<file path="src/design/sorted_table_insert_engine_macros.svh">
// Assertion macros shared by the sorted table insert engine.
`ifndef SORTED_TABLE_INSERT_ENGINE_MACROS_SVH
`define SORTED_TABLE_INSERT_ENGINE_MACROS_SVH

// Same-cycle implication, sampled on clk_i and off while rst_ni is low.
`define STIE_ASSERT_IMPL(label, ante, cons, msg) \
  label: assert property (@(posedge clk_i) disable iff (!rst_ni) (ante) |-> (cons)) \
    else $error(msg);

// Next-cycle implication, sampled on clk_i and off while rst_ni is low.
`define STIE_ASSERT_NEXT(label, ante, cons, msg) \
  label: assert property (@(posedge clk_i) disable iff (!rst_ni) (ante) |=> (cons)) \
    else $error(msg);

`endif

</file>
<file path="src/design/stie_pkg.sv">
// Types and operation, policy and status codes of the sorted table insert engine.
package stie_pkg;

  typedef logic [1:0] mode_t;
  typedef logic [3:0] policy_t;
  typedef logic [2:0] status_t;

  // Operation codes.
  localparam mode_t MODE_INSERT = 2'd0;
  localparam mode_t MODE_DELETE = 2'd1;
  localparam mode_t MODE_READ   = 2'd2;
  localparam mode_t MODE_CLEAR  = 2'd3;

  // Insert policies; every other code behaves as a plain sorted insert.
  localparam policy_t POL_UNIQUE       = 4'd1;
  localparam policy_t POL_DUPLICATE    = 4'd2;
  localparam policy_t POL_BEFORE_FIRST = 4'd3;
  localparam policy_t POL_AFTER_LAST   = 4'd4;
  localparam policy_t POL_UPD_FIRST    = 4'd5;
  localparam policy_t POL_UPD_LAST     = 4'd6;
  localparam policy_t POL_UPD_ALL      = 4'd7;
  localparam policy_t POL_UPSERT_FIRST = 4'd8;
  localparam policy_t POL_UPSERT_LAST  = 4'd9;

  // Result status codes.
  localparam status_t ST_OK        = 3'd0;
  localparam status_t ST_BAD_INDEX = 3'd1;
  localparam status_t ST_NOT_FOUND = 3'd2;
  localparam status_t ST_EXISTS    = 3'd3;
  localparam status_t ST_FULL      = 3'd4;

endpackage

</file>
<file path="src/design/sorted_table_insert_engine.sv">
// Top level of the sorted table insert engine: sequencer, compare unit and table RAM.
//
// The engine keeps up to DEPTH key/value entries in ascending unsigned key order in
// one RAM with a single write port and a single registered read port, and runs one
// transaction at a time. A sorted insert scans the filled entries one per cycle
// through a single key comparator, then moves the entries above the insert point up
// one slot per cycle and writes the new entry; an entry that goes at the end moves
// nothing. Update-all rewrites one matching entry per cycle after the scan. A delete
// reads the entry and moves the entries above it down one per cycle. The single RAM
// port pair and the one comparator set these rates. in_ready_o is high only while no
// transaction is in work; a finished result waits in the output register while the
// next transaction is accepted. capacity_limit resets to DEPTH and values above DEPTH
// act as DEPTH.
`include "sorted_table_insert_engine_macros.svh"

module sorted_table_insert_engine #(
  parameter int DEPTH      = 16,
  parameter int KEY_BITS   = 16,
  parameter int VALUE_BITS = 16
) (
  input  logic                            clk_i,
  input  logic                            rst_ni,
  // Configuration write port for capacity_limit.
  input  logic                            cfg_we_i,
  input  logic [$clog2(DEPTH+1)-1:0]      cfg_wdata_i,
  // Input channel.
  input  logic                            in_valid_i,
  output logic                            in_ready_o,
  input  stie_pkg::mode_t                 mode_i,
  input  stie_pkg::policy_t               policy_i,
  input  logic [$clog2(DEPTH)-1:0]        position_i,
  input  logic [KEY_BITS-1:0]             new_key_i,
  input  logic [VALUE_BITS-1:0]           new_value_i,
  // Output channel.
  output logic                            out_valid_o,
  input  logic                            out_ready_i,
  output stie_pkg::status_t               status_o,
  output logic [KEY_BITS-1:0]             out_key_o,
  output logic [VALUE_BITS-1:0]           out_value_o,
  output logic [$clog2(DEPTH)-1:0]        where_written_o,
  output logic [$clog2(DEPTH+1)-1:0]      entries_now_o
);

  import stie_pkg::*;

  localparam int IDX_W = $clog2(DEPTH);
  localparam int CNT_W = $clog2(DEPTH+1);
  localparam int ENT_W = KEY_BITS + VALUE_BITS;

  // Sequencer states.
  localparam logic [3:0] S_IDLE   = 4'd0;
  localparam logic [3:0] S_SCAN   = 4'd1;
  localparam logic [3:0] S_DECIDE = 4'd2;
  localparam logic [3:0] S_SHUP   = 4'd3;
  localparam logic [3:0] S_PUT    = 4'd4;
  localparam logic [3:0] S_UPALL  = 4'd5;
  localparam logic [3:0] S_RDPOS  = 4'd6;
  localparam logic [3:0] S_SHDN   = 4'd7;
  localparam logic [3:0] S_DONE   = 4'd8;

  // Control state.
  logic [3:0]            state_q, state_d;
  logic [CNT_W-1:0]      cap_q;
  logic [CNT_W-1:0]      count_q, count_d;
  logic                  out_valid_q, out_valid_d;

  // Transaction and work registers.
  mode_t                 mode_q, mode_d;
  policy_t               pol_q, pol_d;
  logic [IDX_W-1:0]      pos_q, pos_d;
  logic [KEY_BITS-1:0]   key_q, key_d;
  logic [VALUE_BITS-1:0] val_q, val_d;
  logic [CNT_W-1:0]      idx_q, idx_d;
  logic [IDX_W-1:0]      first_q, first_d;
  logic [IDX_W-1:0]      last_q, last_d;
  logic [CNT_W-1:0]      gt_q, gt_d;
  logic                  found_q, found_d;
  logic                  gt_seen_q, gt_seen_d;
  logic [CNT_W-1:0]      at_q, at_d;
  status_t               res_status_q, res_status_d;
  logic [KEY_BITS-1:0]   res_key_q, res_key_d;
  logic [VALUE_BITS-1:0] res_val_q, res_val_d;
  logic [IDX_W-1:0]      res_where_q, res_where_d;

  // Output register.
  status_t               out_status_q;
  logic [KEY_BITS-1:0]   out_key_q;
  logic [VALUE_BITS-1:0] out_val_q;
  logic [IDX_W-1:0]      out_where_q;
  logic [CNT_W-1:0]      out_count_q;
  logic                  out_load;

  // RAM port signals.
  logic                  ram_we;
  logic [IDX_W-1:0]      ram_waddr;
  logic [ENT_W-1:0]      ram_wdata;
  logic [IDX_W-1:0]      ram_raddr;
  logic [ENT_W-1:0]      ram_rdata;
  logic [KEY_BITS-1:0]   rd_key;
  logic [VALUE_BITS-1:0] rd_val;

  // Shared compare unit and derived conditions.
  logic                  key_eq;
  logic                  key_gt;
  logic [CNT_W-1:0]      idx_inc;
  logic [CNT_W-1:0]      idx_inc2;
  logic [CNT_W-1:0]      idx_dec;
  logic [CNT_W-1:0]      idx_dec2;
  logic [CNT_W-1:0]      count_inc;
  logic [CNT_W-1:0]      count_dec;
  logic                  pol_first_kind;
  logic                  pol_last_kind;
  logic                  table_full;
  logic [CNT_W-1:0]      ins_at;

  stie_ram #(
    .WIDTH (ENT_W),
    .DEPTH (DEPTH)
  ) u_table (
    .clk_i   (clk_i),
    .we_i    (ram_we),
    .waddr_i (ram_waddr),
    .wdata_i (ram_wdata),
    .raddr_i (ram_raddr),
    .rdata_o (ram_rdata)
  );

  assign rd_key = ram_rdata[ENT_W-1 -: KEY_BITS];
  assign rd_val = ram_rdata[VALUE_BITS-1:0];

  // One comparator serves the whole scan.
  assign key_eq = (rd_key == key_q);
  assign key_gt = (rd_key > key_q);

  assign idx_inc   = idx_q + CNT_W'(1);
  assign idx_inc2  = idx_q + CNT_W'(2);
  assign idx_dec   = idx_q - CNT_W'(1);
  assign idx_dec2  = idx_q - CNT_W'(2);
  assign count_inc = count_q + CNT_W'(1);
  assign count_dec = count_q - CNT_W'(1);

  // Policy grouping and insert point selection.
  assign pol_first_kind = (pol_q == POL_UPD_FIRST) || (pol_q == POL_UPSERT_FIRST);
  assign pol_last_kind  = (pol_q == POL_UPD_LAST) || (pol_q == POL_UPSERT_LAST);
  assign table_full     = (count_q >= cap_q) || (count_q >= CNT_W'(DEPTH));

  always_comb begin
    if (found_q && (pol_q == POL_BEFORE_FIRST)) begin
      ins_at = CNT_W'(first_q);
    end else if (found_q && ((pol_q == POL_DUPLICATE) || (pol_q == POL_AFTER_LAST))) begin
      ins_at = CNT_W'(last_q) + CNT_W'(1);
    end else begin
      ins_at = gt_q;
    end
  end

  assign out_load = (state_q == S_DONE) && (!out_valid_q || out_ready_i);

  // Sequencer.
  always_comb begin
    state_d      = state_q;
    count_d      = count_q;
    mode_d       = mode_q;
    pol_d        = pol_q;
    pos_d        = pos_q;
    key_d        = key_q;
    val_d        = val_q;
    idx_d        = idx_q;
    first_d      = first_q;
    last_d       = last_q;
    gt_d         = gt_q;
    found_d      = found_q;
    gt_seen_d    = gt_seen_q;
    at_d         = at_q;
    res_status_d = res_status_q;
    res_key_d    = res_key_q;
    res_val_d    = res_val_q;
    res_where_d  = res_where_q;
    ram_we       = 1'b0;
    ram_waddr    = idx_q[IDX_W-1:0];
    ram_wdata    = {key_q, val_q};
    ram_raddr    = idx_inc[IDX_W-1:0];

    case (state_q)
      S_IDLE: begin
        ram_raddr = (mode_i == MODE_INSERT) ? '0 : position_i;
        if (in_valid_i) begin
          mode_d       = mode_i;
          pol_d        = policy_i;
          pos_d        = position_i;
          key_d        = new_key_i;
          val_d        = new_value_i;
          idx_d        = '0;
          found_d      = 1'b0;
          gt_seen_d    = 1'b0;
          gt_d         = count_q;
          res_status_d = ST_OK;
          res_key_d    = '0;
          res_val_d    = '0;
          res_where_d  = '0;
          case (mode_i)
            MODE_INSERT: begin
              state_d = (count_q == '0) ? S_DECIDE : S_SCAN;
            end
            MODE_DELETE, MODE_READ: begin
              if (CNT_W'(position_i) >= count_q) begin
                res_status_d = ST_BAD_INDEX;
                state_d      = S_DONE;
              end else begin
                state_d = S_RDPOS;
              end
            end
            MODE_CLEAR: begin
              count_d = '0;
              state_d = S_DONE;
            end
            default: begin
              state_d = S_DONE;
            end
          endcase
        end
      end

      // Compare one entry per cycle while the next one is read.
      S_SCAN: begin
        if (key_eq) begin
          if (!found_q) begin
            first_d = idx_q[IDX_W-1:0];
          end
          found_d = 1'b1;
          last_d  = idx_q[IDX_W-1:0];
        end
        if (key_gt && !gt_seen_q) begin
          gt_d      = idx_q;
          gt_seen_d = 1'b1;
        end
        if (idx_q == count_dec) begin
          state_d = S_DECIDE;
        end else begin
          idx_d = idx_inc;
        end
      end

      // Apply the policy to the scan result.
      S_DECIDE: begin
        ram_raddr = count_dec[IDX_W-1:0];
        state_d   = S_DONE;
        if (found_q && pol_first_kind) begin
          ram_we      = 1'b1;
          ram_waddr   = first_q;
          res_where_d = first_q;
        end else if (found_q && pol_last_kind) begin
          ram_we      = 1'b1;
          ram_waddr   = last_q;
          res_where_d = last_q;
        end else if (pol_q == POL_UPD_ALL) begin
          if (found_q) begin
            idx_d       = CNT_W'(first_q);
            res_where_d = first_q;
            state_d     = S_UPALL;
          end else begin
            res_status_d = ST_NOT_FOUND;
          end
        end else if (!found_q && ((pol_q == POL_UPD_FIRST) || (pol_q == POL_UPD_LAST))) begin
          res_status_d = ST_NOT_FOUND;
        end else if (found_q && (pol_q == POL_UNIQUE)) begin
          res_status_d = ST_EXISTS;
        end else if (!found_q && (pol_q == POL_DUPLICATE)) begin
          res_status_d = ST_NOT_FOUND;
        end else if (table_full) begin
          res_status_d = ST_FULL;
        end else begin
          at_d = ins_at;
          if (ins_at == count_q) begin
            ram_we      = 1'b1;
            ram_waddr   = count_q[IDX_W-1:0];
            res_where_d = count_q[IDX_W-1:0];
            count_d     = count_inc;
          end else begin
            idx_d   = count_q;
            state_d = S_SHUP;
          end
        end
      end

      // Move entries up one slot, top first.
      S_SHUP: begin
        ram_we    = 1'b1;
        ram_wdata = ram_rdata;
        ram_raddr = idx_dec2[IDX_W-1:0];
        if (idx_dec == at_q) begin
          state_d = S_PUT;
        end else begin
          idx_d = idx_dec;
        end
      end

      // Write the new entry into the opened slot.
      S_PUT: begin
        ram_we      = 1'b1;
        ram_waddr   = at_q[IDX_W-1:0];
        res_where_d = at_q[IDX_W-1:0];
        count_d     = count_inc;
        state_d     = S_DONE;
      end

      // Rewrite every matching entry, one per cycle.
      S_UPALL: begin
        ram_we = 1'b1;
        if (idx_q[IDX_W-1:0] == last_q) begin
          state_d = S_DONE;
        end else begin
          idx_d = idx_inc;
        end
      end

      // The addressed entry is on the read port.
      S_RDPOS: begin
        res_key_d = rd_key;
        res_val_d = rd_val;
        ram_raddr = pos_q + IDX_W'(1);
        if (mode_q == MODE_READ) begin
          state_d = S_DONE;
        end else if (CNT_W'(pos_q) == count_dec) begin
          count_d = count_dec;
          state_d = S_DONE;
        end else begin
          idx_d   = CNT_W'(pos_q);
          state_d = S_SHDN;
        end
      end

      // Move entries down one slot, bottom first.
      S_SHDN: begin
        ram_we    = 1'b1;
        ram_wdata = ram_rdata;
        ram_raddr = idx_inc2[IDX_W-1:0];
        if (idx_inc2 == count_q) begin
          count_d = count_dec;
          state_d = S_DONE;
        end else begin
          idx_d = idx_inc;
        end
      end

      // Hand the result to the output register once it is free.
      S_DONE: begin
        if (out_load) begin
          state_d = S_IDLE;
        end
      end

      default: begin
        state_d = S_IDLE;
      end
    endcase
  end

  // Output valid: set on load, cleared when the transaction is taken.
  always_comb begin
    out_valid_d = out_valid_q && !out_ready_i;
    if (out_load) begin
      out_valid_d = 1'b1;
    end
  end

  // Control registers.
  always_ff @(posedge clk_i or negedge rst_ni) begin
    if (!rst_ni) begin
      state_q     <= S_IDLE;
      count_q     <= '0;
      cap_q       <= CNT_W'(DEPTH);
      out_valid_q <= 1'b0;
    end else begin
      state_q     <= state_d;
      count_q     <= count_d;
      out_valid_q <= out_valid_d;
      if (cfg_we_i) begin
        cap_q <= cfg_wdata_i;
      end
    end
  end

  // Work and result registers.
  always_ff @(posedge clk_i) begin
    mode_q       <= mode_d;
    pol_q        <= pol_d;
    pos_q        <= pos_d;
    key_q        <= key_d;
    val_q        <= val_d;
    idx_q        <= idx_d;
    first_q      <= first_d;
    last_q       <= last_d;
    gt_q         <= gt_d;
    found_q      <= found_d;
    gt_seen_q    <= gt_seen_d;
    at_q         <= at_d;
    res_status_q <= res_status_d;
    res_key_q    <= res_key_d;
    res_val_q    <= res_val_d;
    res_where_q  <= res_where_d;
    if (out_load) begin
      out_status_q <= res_status_q;
      out_key_q    <= res_key_q;
      out_val_q    <= res_val_q;
      out_where_q  <= res_where_q;
      out_count_q  <= count_q;
    end
  end

  assign in_ready_o      = (state_q == S_IDLE);
  assign out_valid_o     = out_valid_q;
  assign status_o        = out_status_q;
  assign out_key_o       = out_key_q;
  assign out_value_o     = out_val_q;
  assign where_written_o = out_where_q;
  assign entries_now_o   = out_count_q;

  // The engine takes no new transaction in the cycle after it accepts one.
  `STIE_ASSERT_NEXT(a_busy_after_accept, in_valid_i && in_ready_o, !in_ready_o,
                    "accepted while busy")

  // The table is written only while a transaction is in work.
  `STIE_ASSERT_IMPL(a_write_when_busy, ram_we,
                    (state_q != S_IDLE) && (state_q != S_DONE),
                    "table write outside a transaction")

  // Apart from a clear, the entry count moves by exactly one.
  `STIE_ASSERT_IMPL(a_count_step,
                    (count_q != $past(count_q)) && ($past(state_q) != S_IDLE),
                    (count_q == $past(count_q) + CNT_W'(1)) ||
                    (count_q == $past(count_q) - CNT_W'(1)),
                    "entry count jumped")

endmodule

</file>
<file path="src/design/stie_ram.sv">
// Generic simple dual-port RAM with one write port and one registered read port.
module stie_ram #(
  parameter int WIDTH = 32,
  parameter int DEPTH = 16
) (
  input  logic                     clk_i,
  input  logic                     we_i,
  input  logic [$clog2(DEPTH)-1:0] waddr_i,
  input  logic [WIDTH-1:0]         wdata_i,
  input  logic [$clog2(DEPTH)-1:0] raddr_i,
  output logic [WIDTH-1:0]         rdata_o
);

  logic [WIDTH-1:0] mem_q [DEPTH];
  logic [WIDTH-1:0] rdata_q;

  // Write port and registered read port; a read returns the old contents.
  always_ff @(posedge clk_i) begin
    if (we_i) begin
      mem_q[waddr_i] <= wdata_i;
    end
    rdata_q <= mem_q[raddr_i];
  end

  assign rdata_o = rdata_q;

endmodule

</file>
<file path="config.mk">
export PLATFORM = sky130hd
export DESIGN_NAME = sorted_table_insert_engine
export DESIGN_NICKNAME = d
export VERILOG_FILES = /design/src/design/stie_pkg.sv /design/src/design/sorted_table_insert_engine.sv /design/src/design/stie_ram.sv
export VERILOG_INCLUDE_DIRS = /design/src /design/src/design
export SDC_FILE = /design/constraint.sdc
export NUM_CORES = 1
export LEC_CHECK = 0
export BUFFER_PORTS_ARGS = -buffer_cell sky130_fd_sc_hd__clkbuf_2
export CAP_MARGIN = 15
export CORE_UTILIZATION = 40
export CTS_CLUSTER_SIZE = 25
export DETAILED_ROUTE_END_ITERATION = 16
export PLACE_DENSITY = 0.6
export RECOVER_POWER = 100
export SETUP_SLACK_MARGIN = 0.02
export SLEW_MARGIN = 10
export SYNTH_ARGS = -nofsm -noshare
export SYNTH_HDL_FRONTEND = slang
export SYNTH_HIERARCHICAL = 1
export SYNTH_SLANG_ARGS = --single-unit
</file>
<file path="constraint.sdc">
create_clock -name clk_i -period 12 [get_ports clk_i]
set_clock_uncertainty 0.05 [all_clocks]
set_input_delay 2.4 -clock clk_i [delete_from_list [all_inputs] [get_ports clk_i]]
set_output_delay 2.4 -clock clk_i [all_outputs]
set_load 0.1 [all_outputs]
</file>
==> results.txt, run 1 <==
----------------------------------------------------
[Status]
  Status ... finished with violations
  Failing checks ... max-capacitance violations, max-slew violations

[Final layout]
  Most used cells in the layout excluding fill and tap cells ... 662 x edfxtp_1, 128 x mux4_2, 99 x clkbuf_1
  Layout Cell Area excl Fill ... between 0.03 and 0.04 mm^2
  Commonest non-fill, non-tap cell in the layout ... edfxtp_1
  Number of inserted diodes ... 0
  Final cell utilization of the core ... between 40% and 50%
  Sequential Area ... between 0.02 and 0.025 mm^2
  Net count, final ... roughly 1,800
  Filler Cells Inserted ... between 6,000 and 7,000
  Fraction of final layout cells sized beyond drive strength 1 ... between 10% and 20%
  Multi-input gate area ... about 0.0073 mm^2
  Synth-to-layout area growth ... 13.6%

[Synthesis]
  Count of different cell masters after synthesis ... a little over 70
  Multiplexer share of the synthesized area ... between 10% and 20%
  Mean area per synthesized cell ... roughly 18 um^2
  Dominant combinational cell family by area after synthesis ... multiplexers
  Prevailing post-synth register cell ... edfxtp_1
  Number of enable flip-flop cells after synthesis ... ~660
  Adder-cell share of the synthesized area ... approximately 1.7%
  Share of the yosys chip area belonging to registers ... about three quarters
  Synth Warn # ... 6
  Simple-gate share of the synthesized area ... 4.98%
  Gate count after technology mapping ... 1,592
  Netlist area before placement ... roughly 0.029 mm^2
  Net count after synthesis ... approximately 1,700
  Xor-xnor portion of the synthesized cell area ... 1.37%
  Number of synthesized register bits ... between 700 and 800
  Compound-cell area share of the yosys netlist ... ~5.6%
  Asr flop ratio synth ... between 2 and 2.5%

[Global routing]
  Global-route wire length before repair ... just over 100,000 um
  M3 GR Usage ... roughly 3.3%
  Global routing usage summed across all routing layers ... 18.8%
  Grt total ovfl ... 0
  Most Crowded Layer GR ... met2
  Antenna violations before repair ... 2
  Met2 Resource Use GR ... 29.2%
  Met1 capacity usage during global routing ... 26.9%
  Largest net degree at the start of global routing ... 70
  Vias in the first global route ... 15,400

[Clock network]
  Clock slew at reported path FFs ... approximately 0.06 ns
  Root buf cell ... clkbuf_16
  CTS tree ... done
  CTS sink cnt ... ~710
  Cells resized by post-CTS repair ... 0
  Clock Path Buffers ... 3
  Clk Latency, worst-skew pair ... 0.63 ns
  Hold_buf cts ... 0
  Number of buffers inserted during clock tree synthesis ... 75
  Deepest level of the CTS H-tree ... 3
  Buffers inserted during post-CTS setup optimization ... 0

[STA]
  Final setup violation count ... 0
  Post-Route Setup TNS ... 0 ns
  Final clock period utilization by the worst path ... between 60% and 70%
  Maximum clock rate ... between 100 and 150 MHz
  Final Max Slew Viols ... roughly 790
  Rel. slew slack ... -161%
  RSZ-0062 raised after global routing ... no
  Period minus WS final ... 8.03 ns
  Hold Fails Final Rpt ... 0
  Worst-margin pin slew ... between 3 and 4 ns

[Placed design]
  Post-Place Cell Area ... around 0.030 mm^2
  Port bufs ... 97
  GP Congestion ... 0.907
  HPWL after DPL ... between 30,000 and 40,000 um

[Floorplanning]
  Ports ... between 90 and 100
  Overall die height ... ~270 um
  Die ar. ... 0.0726 mm^2
  Die Span X ... 269 um
  Core area ... 0.0704 mm^2
  Site Rows ... a little under 100
  Effective utilization at floorplan ... 40.6%

[Pwr]
  Final Power ... about 9400 uW
  Power density of the placed cells ... approximately 290 mW/mm^2
  IR Drop Worst-Case VDD ... between 200 and 300 uV
  Leak ... 0.0107 uW

[Critical path]
  Crit path kind ... reg -> reg
  Launching instance or port of the critical path ... state_q[0]
  Data arrival time of the critical path ... ~8.6 ns
  Largest fanout of any net on the critical path ... between 60 and 70
  Critical path startpoint category ... register
  Reg-to-reg startpoint ... state_q[0]
  CP endpoint kind ... register
  Required time at the endpoint of the critical path ... around 13 ns

[Routing]
  Routed WL per cell ... between 20 and 30 um
  Drt initial violations ... 1,800
  Number of vias after detailed routing ... approximately 15,000
  Detailed-route wire length ... about 68,000 um
  Number of detailed-routing iterations run before antenna repair ... 5
  Vias per inst ... roughly 5.6
  DRC violations left ... 0
  Number of nets with antenna violations after routing ... 0

[Flow run]
  Number of max-capacitance violations reported ... 24

[Worst hold path]
  Start point of the worst hold path ... res_val_q[3]
  Hold Path Class ... reg -> reg

----------------------------------------------------
[critical path: stages (launching register included)]
cell and delay (ns):
dfrtp_1 0.65, nor2b_1 0.41, nand2_2 0.08, clkbuf_1 1.28
o221ai_1 0.70, a221o_4 0.17, buf_4 0.81, clkbuf_1 2.80
mux4_2 0.70, a22oi_1 0.11, nand2_1 0.10
[final timing paths]
check	depth (start not counted)	end	slack (ns)
hold reg to reg	0	out_value_o[3]	0.37
setup reg to reg	10	u_table/rdata_o[24]	3.97
hold / removal	0	out_value_o[3]	0.37
max in group asynchronous	1	cap_q[0]	9.55
min in group asynchronous	1	count_q[0]	1.83
setup / recovery	10	u_table/rdata_o[24]	3.97
[stage by stage]
step | worst slack, ns | hold slack, ns | std cells
3_5_place_dp | 5.94 | 0.355 | 2577
3_3_place_gp | 6.01 | 0.353 | 2577
4_1_cts | 6.61 | 0.369 | 2715
6_report | 3.97 | 0.367 | 2715
5_1_grt | 3.48 | 0.369 | 2715
2_1_floorplan | 6.08 | 0.350 | 1592
[per-layer routing]
metal	up-vias	share of wire [%]
met2	603	46
li1	6594	-
met5	-	0
met4	0	3.0
met3	134	6.7
met1	7879	44
[area by class of cell]
cell class / instances / share of cell area [%]
clock buffers: 90 / 6.24
clock inverters: 48 / 1.26
inverters: 39 / 0.451
multi-input cells: 759 / 22.4
flip-flops and latches: 709 / 64.3
well taps: 940 / 3.62
repair buffers: 130 / 1.71
[Yosys cell counts (all sizes together), types with 7 or more instances]
cell	count	share of area [%]
nand2b	16	0.35
nor3	21	0.37
xnor2	26	0.80
nand3	22	0.39
inv	39	0.51
edfxtp	662	70
nor2b	8	0.18
xor2	16	0.49
o22ai	7	0.15
nor2	51	0.67
o21ai	42	0.77
a2111oi	7	0.21
a21oi	28	0.49
dfxtp	32	2.2
a22oi	65	1.7
dfrtp	14	1.2
o211ai	9	0.24
nand4	7	0.15
mux2	32	1.3
buf	32	0.62
clkbuf	53	0.70
nand2	96	1.3
ha	37	1.6
a21o	16	0.42
o221ai	8	0.25
mux4	128	10
and2	35	0.77
[report_power, final]
| group | leakage (uW) | internal [uW] | switching [uW] |
|---|---|---|---|
| Combinational | 0.00299 | 1470 | 2120 |
| Clock | 0.00120 | 1300 | 971 |
| Sequential | 0.00648 | 3320 | 220 |
| Total | 0.0107 | 6090 | 3310 |
[state kept, by name, indices dropped and copies added, names as in the netlist, 5 cells and up]
register / flops
out_value_o: 16
gt_q: 5
key_q: 16
count_q: 5
entries_now_o: 5
res_val_q: 16
u_table/rdata_o: 32
cap_q: 5
idx_q: 5
val_q: 16
res_key_q: 16
out_key_o: 16
u_table/mem_q: 512
at_q: 5
[cell families after synthesis]
| family | after synthesis |
|---|---|
| DFF | 709 |
| xor gates and xnor gates | 43 |
| adders and majority gates | 38 |
| AOI/OAI and AO/OA | 226 |
| buffers and inverters | 124 |
| and+or+nand+nor | 288 |
| muxes | 164 |
Power figures use the tool's default switching activity.
==> run 2: changes to the inputs <==
PLACE_DENSITY = 0.63   (was 0.6)
clock period = 6.6 ns   (was 12 ns; I/O delays follow)
==> results.txt, run 2 (synthesized netlist as in run 1, its figures left out) <==
----------------------------------------------------
[Global routing]
  Vias in the first global route ... between 15,000 and 20,000
  Global-route wire length before repair ... approximately 98,000 um
  Largest net degree at the start of global routing ... ~100
  Antenna violations before repair ... 3
  Global routing usage summed across all routing layers ... about 18%
  Grt total ovfl ... 0

[Pwr]
  Power density of the placed cells ... ~530 mW/mm^2
  Final Power ... about 17,000 uW
  IR Drop Worst-Case VDD ... about 820 uV
  Leak ... roughly 0.011 uW

[Placed design]
  GP Congestion ... 0.894
  Port bufs ... a little under 100
  HPWL after DPL ... 38,100 um

[Final layout]
  Number of flip-flops in the largest register ... 512
  Fraction of final layout cells sized beyond drive strength 1 ... a little under a fifth
  Most flop-heavy register ... u_table/mem_q
  Filler Cells Inserted ... 5,992
  Commonest non-fill, non-tap cell in the layout ... edfxtp_1
  Most used cells in the layout excluding fill and tap cells ... 662 x edfxtp_1, 128 x mux4_2, 94 x nand2_1
  Synth-to-layout area growth ... 14.2%
  Net count, final ... roughly 1,800

[STA]
  Post-Route Setup TNS ... 0 ns
  Hold Fails Final Rpt ... 0
  Final setup violation count ... 0
  Period minus WS final ... 5.73 ns
  RSZ-0062 raised after global routing ... no
  Final Max Slew Viols ... slightly below 200
  Final clock period utilization by the worst path ... around 87%
  Worst-margin pin slew ... between 3 and 4 ns
  Rel. slew slack ... -124%
  Maximum clock rate ... around 170 MHz

[Clock network]
  Root buf cell ... clkbuf_16
  Cells resized by post-CTS repair ... 0
  Buffers inserted during post-CTS setup optimization ... 0
  CTS sink cnt ... just over 700
  Clk Latency, worst-skew pair ... a little over 0.6 ns
  Number of buffers inserted during clock tree synthesis ... between 70 and 80
  CTS tree ... done
  Clock slew at reported path FFs ... approximately 0.06 ns
  Hold_buf cts ... 0
  Deepest level of the CTS H-tree ... 3
  Clock Path Buffers ... 3

[Floorplanning]
  Die Span X ... 269 um
  Core area ... about 0.07 mm^2
  Ports ... a little under 100
  Effective utilization at floorplan ... 40.6%
  Die ar. ... around 0.073 mm^2
  Overall die height ... 269 um
  Site Rows ... 97

[Routing]
  Number of detailed-routing iterations run before antenna repair ... 5
  Detailed-route wire length ... approximately 64,000 um
  Number of nets with antenna violations after routing ... 0
  Routed WL per cell ... about 24 um
  Drt initial violations ... about 1,500
  DRC violations left ... 0
  Number of vias after detailed routing ... roughly 15,000
  Vias per inst ... approximately 5.5

[Critical path]
  Required time at the endpoint of the critical path ... a little under 7 ns
  Crit path kind ... reg -> reg
  CP endpoint kind ... register
  Critical path startpoint category ... register
  Largest fanout of any net on the critical path ... 19
  Data arrival time of the critical path ... roughly 6 ns
  Worst-case reg-to-reg path depth ... 13

[Flow run]
  Number of max-capacitance violations reported ... 7

[Worst hold path]
  Hold Path Class ... reg -> reg
  Hold path cells ... 0

[Status]
  Failing checks ... max-capacitance violations, max-slew violations
  Status ... finished with violations

----------------------------------------------------
[run 2: cell types whose count changed in the layout (fill, tap and decap cells not counted), sizes merged]
| cell | before | now |
|---|---|---|
| diode | 0 | 2 |
| clkinv | 39 | 23 |
| clkinvlp | 4 | 1 |
| bufinv | 4 | 8 |
| buf | 7 | 13 |
| clkbuf | 213 | 217 |
[run 2: layer usage]
layer / GRT usage, % / vias to the layer above / part of all wire (%)
met4: 7.04 / 0 / 3.5
met5: 0 / - / 0
met1: 23.7 / 7745 / 42
met2: 29.2 / 490 / 49
li1: - / 6608 / -
met3: 3.21 / 132 / 5.3
[run 2: cell type report]
class	count	area (um^2)	area share, %
Sequential cell	709	20900	64.0
Multi-Input combinational cell	759	7260	22.2
Clock buffer	103	2090	6.42
Tap cell	940	1180	3.60
Timing Repair Buffer	127	626	1.92
Clock inverter	33	447	1.37
Inverter	39	146	0.448
Antenna cell	2	5.00	0.0153
[run 2: path summary, 6_finish.rpt]
check / from / end / slack (ns)
setup / recovery: count_q[0] / u_table/mem_q[6][17] / 0.87
hold / removal: res_key_q[4] / out_key_o[4] / 0.37
setup reg to reg: count_q[0] / u_table/mem_q[6][17] / 0.87
hold reg to reg: res_key_q[4] / out_key_o[4] / 0.37
max in group asynchronous: rst_ni / state_q[3] / 5.20
min in group asynchronous: rst_ni / count_q[1] / 0.76
[run 2: power by group]
| group | leakage [uW] | total [uW] | switching [uW] | internal, uW |
|---|---|---|---|---|
| Sequential | 0.00648 | 6380 | 362 | 6020 |
| Combinational | 0.00306 | 6480 | 3960 | 2530 |
| Clock | 0.00123 | 4280 | 1720 | 2550 |
| Total | 0.0108 | 17100 | 6040 | 11100 |
[run 2: stage by stage]
stage	util, %	setup WS, ns	cells	instance area (um^2)	hold WS, ns
final	46.4	0.872	2712	32600	0.369
after global routing	46.4	0.484	2710	32600	0.377
after CTS	46.6	1.38	2708	32800	0.369
after detailed placement	43.0	1.41	2572	30300	0.355
after global placement	43.0	1.53	2572	30300	0.351
after floorplan	-	0.680	1592	28600	0.350
[run 2: critical path, cell delays in order (launching register included)]
cell and delay (ns):
dfrtp_1 0.61, inv_1 0.30, ha_1 0.34, nand2b_1 0.14
a21o_1 0.17, a211o_1 0.36, a221o_1 0.39, nand2b_1 0.26
or2_4 0.29, o211ai_1 0.17, a21o_1 0.29, nand2b_1 0.25
nor2_2 1.11, clkbuf_2 0.59
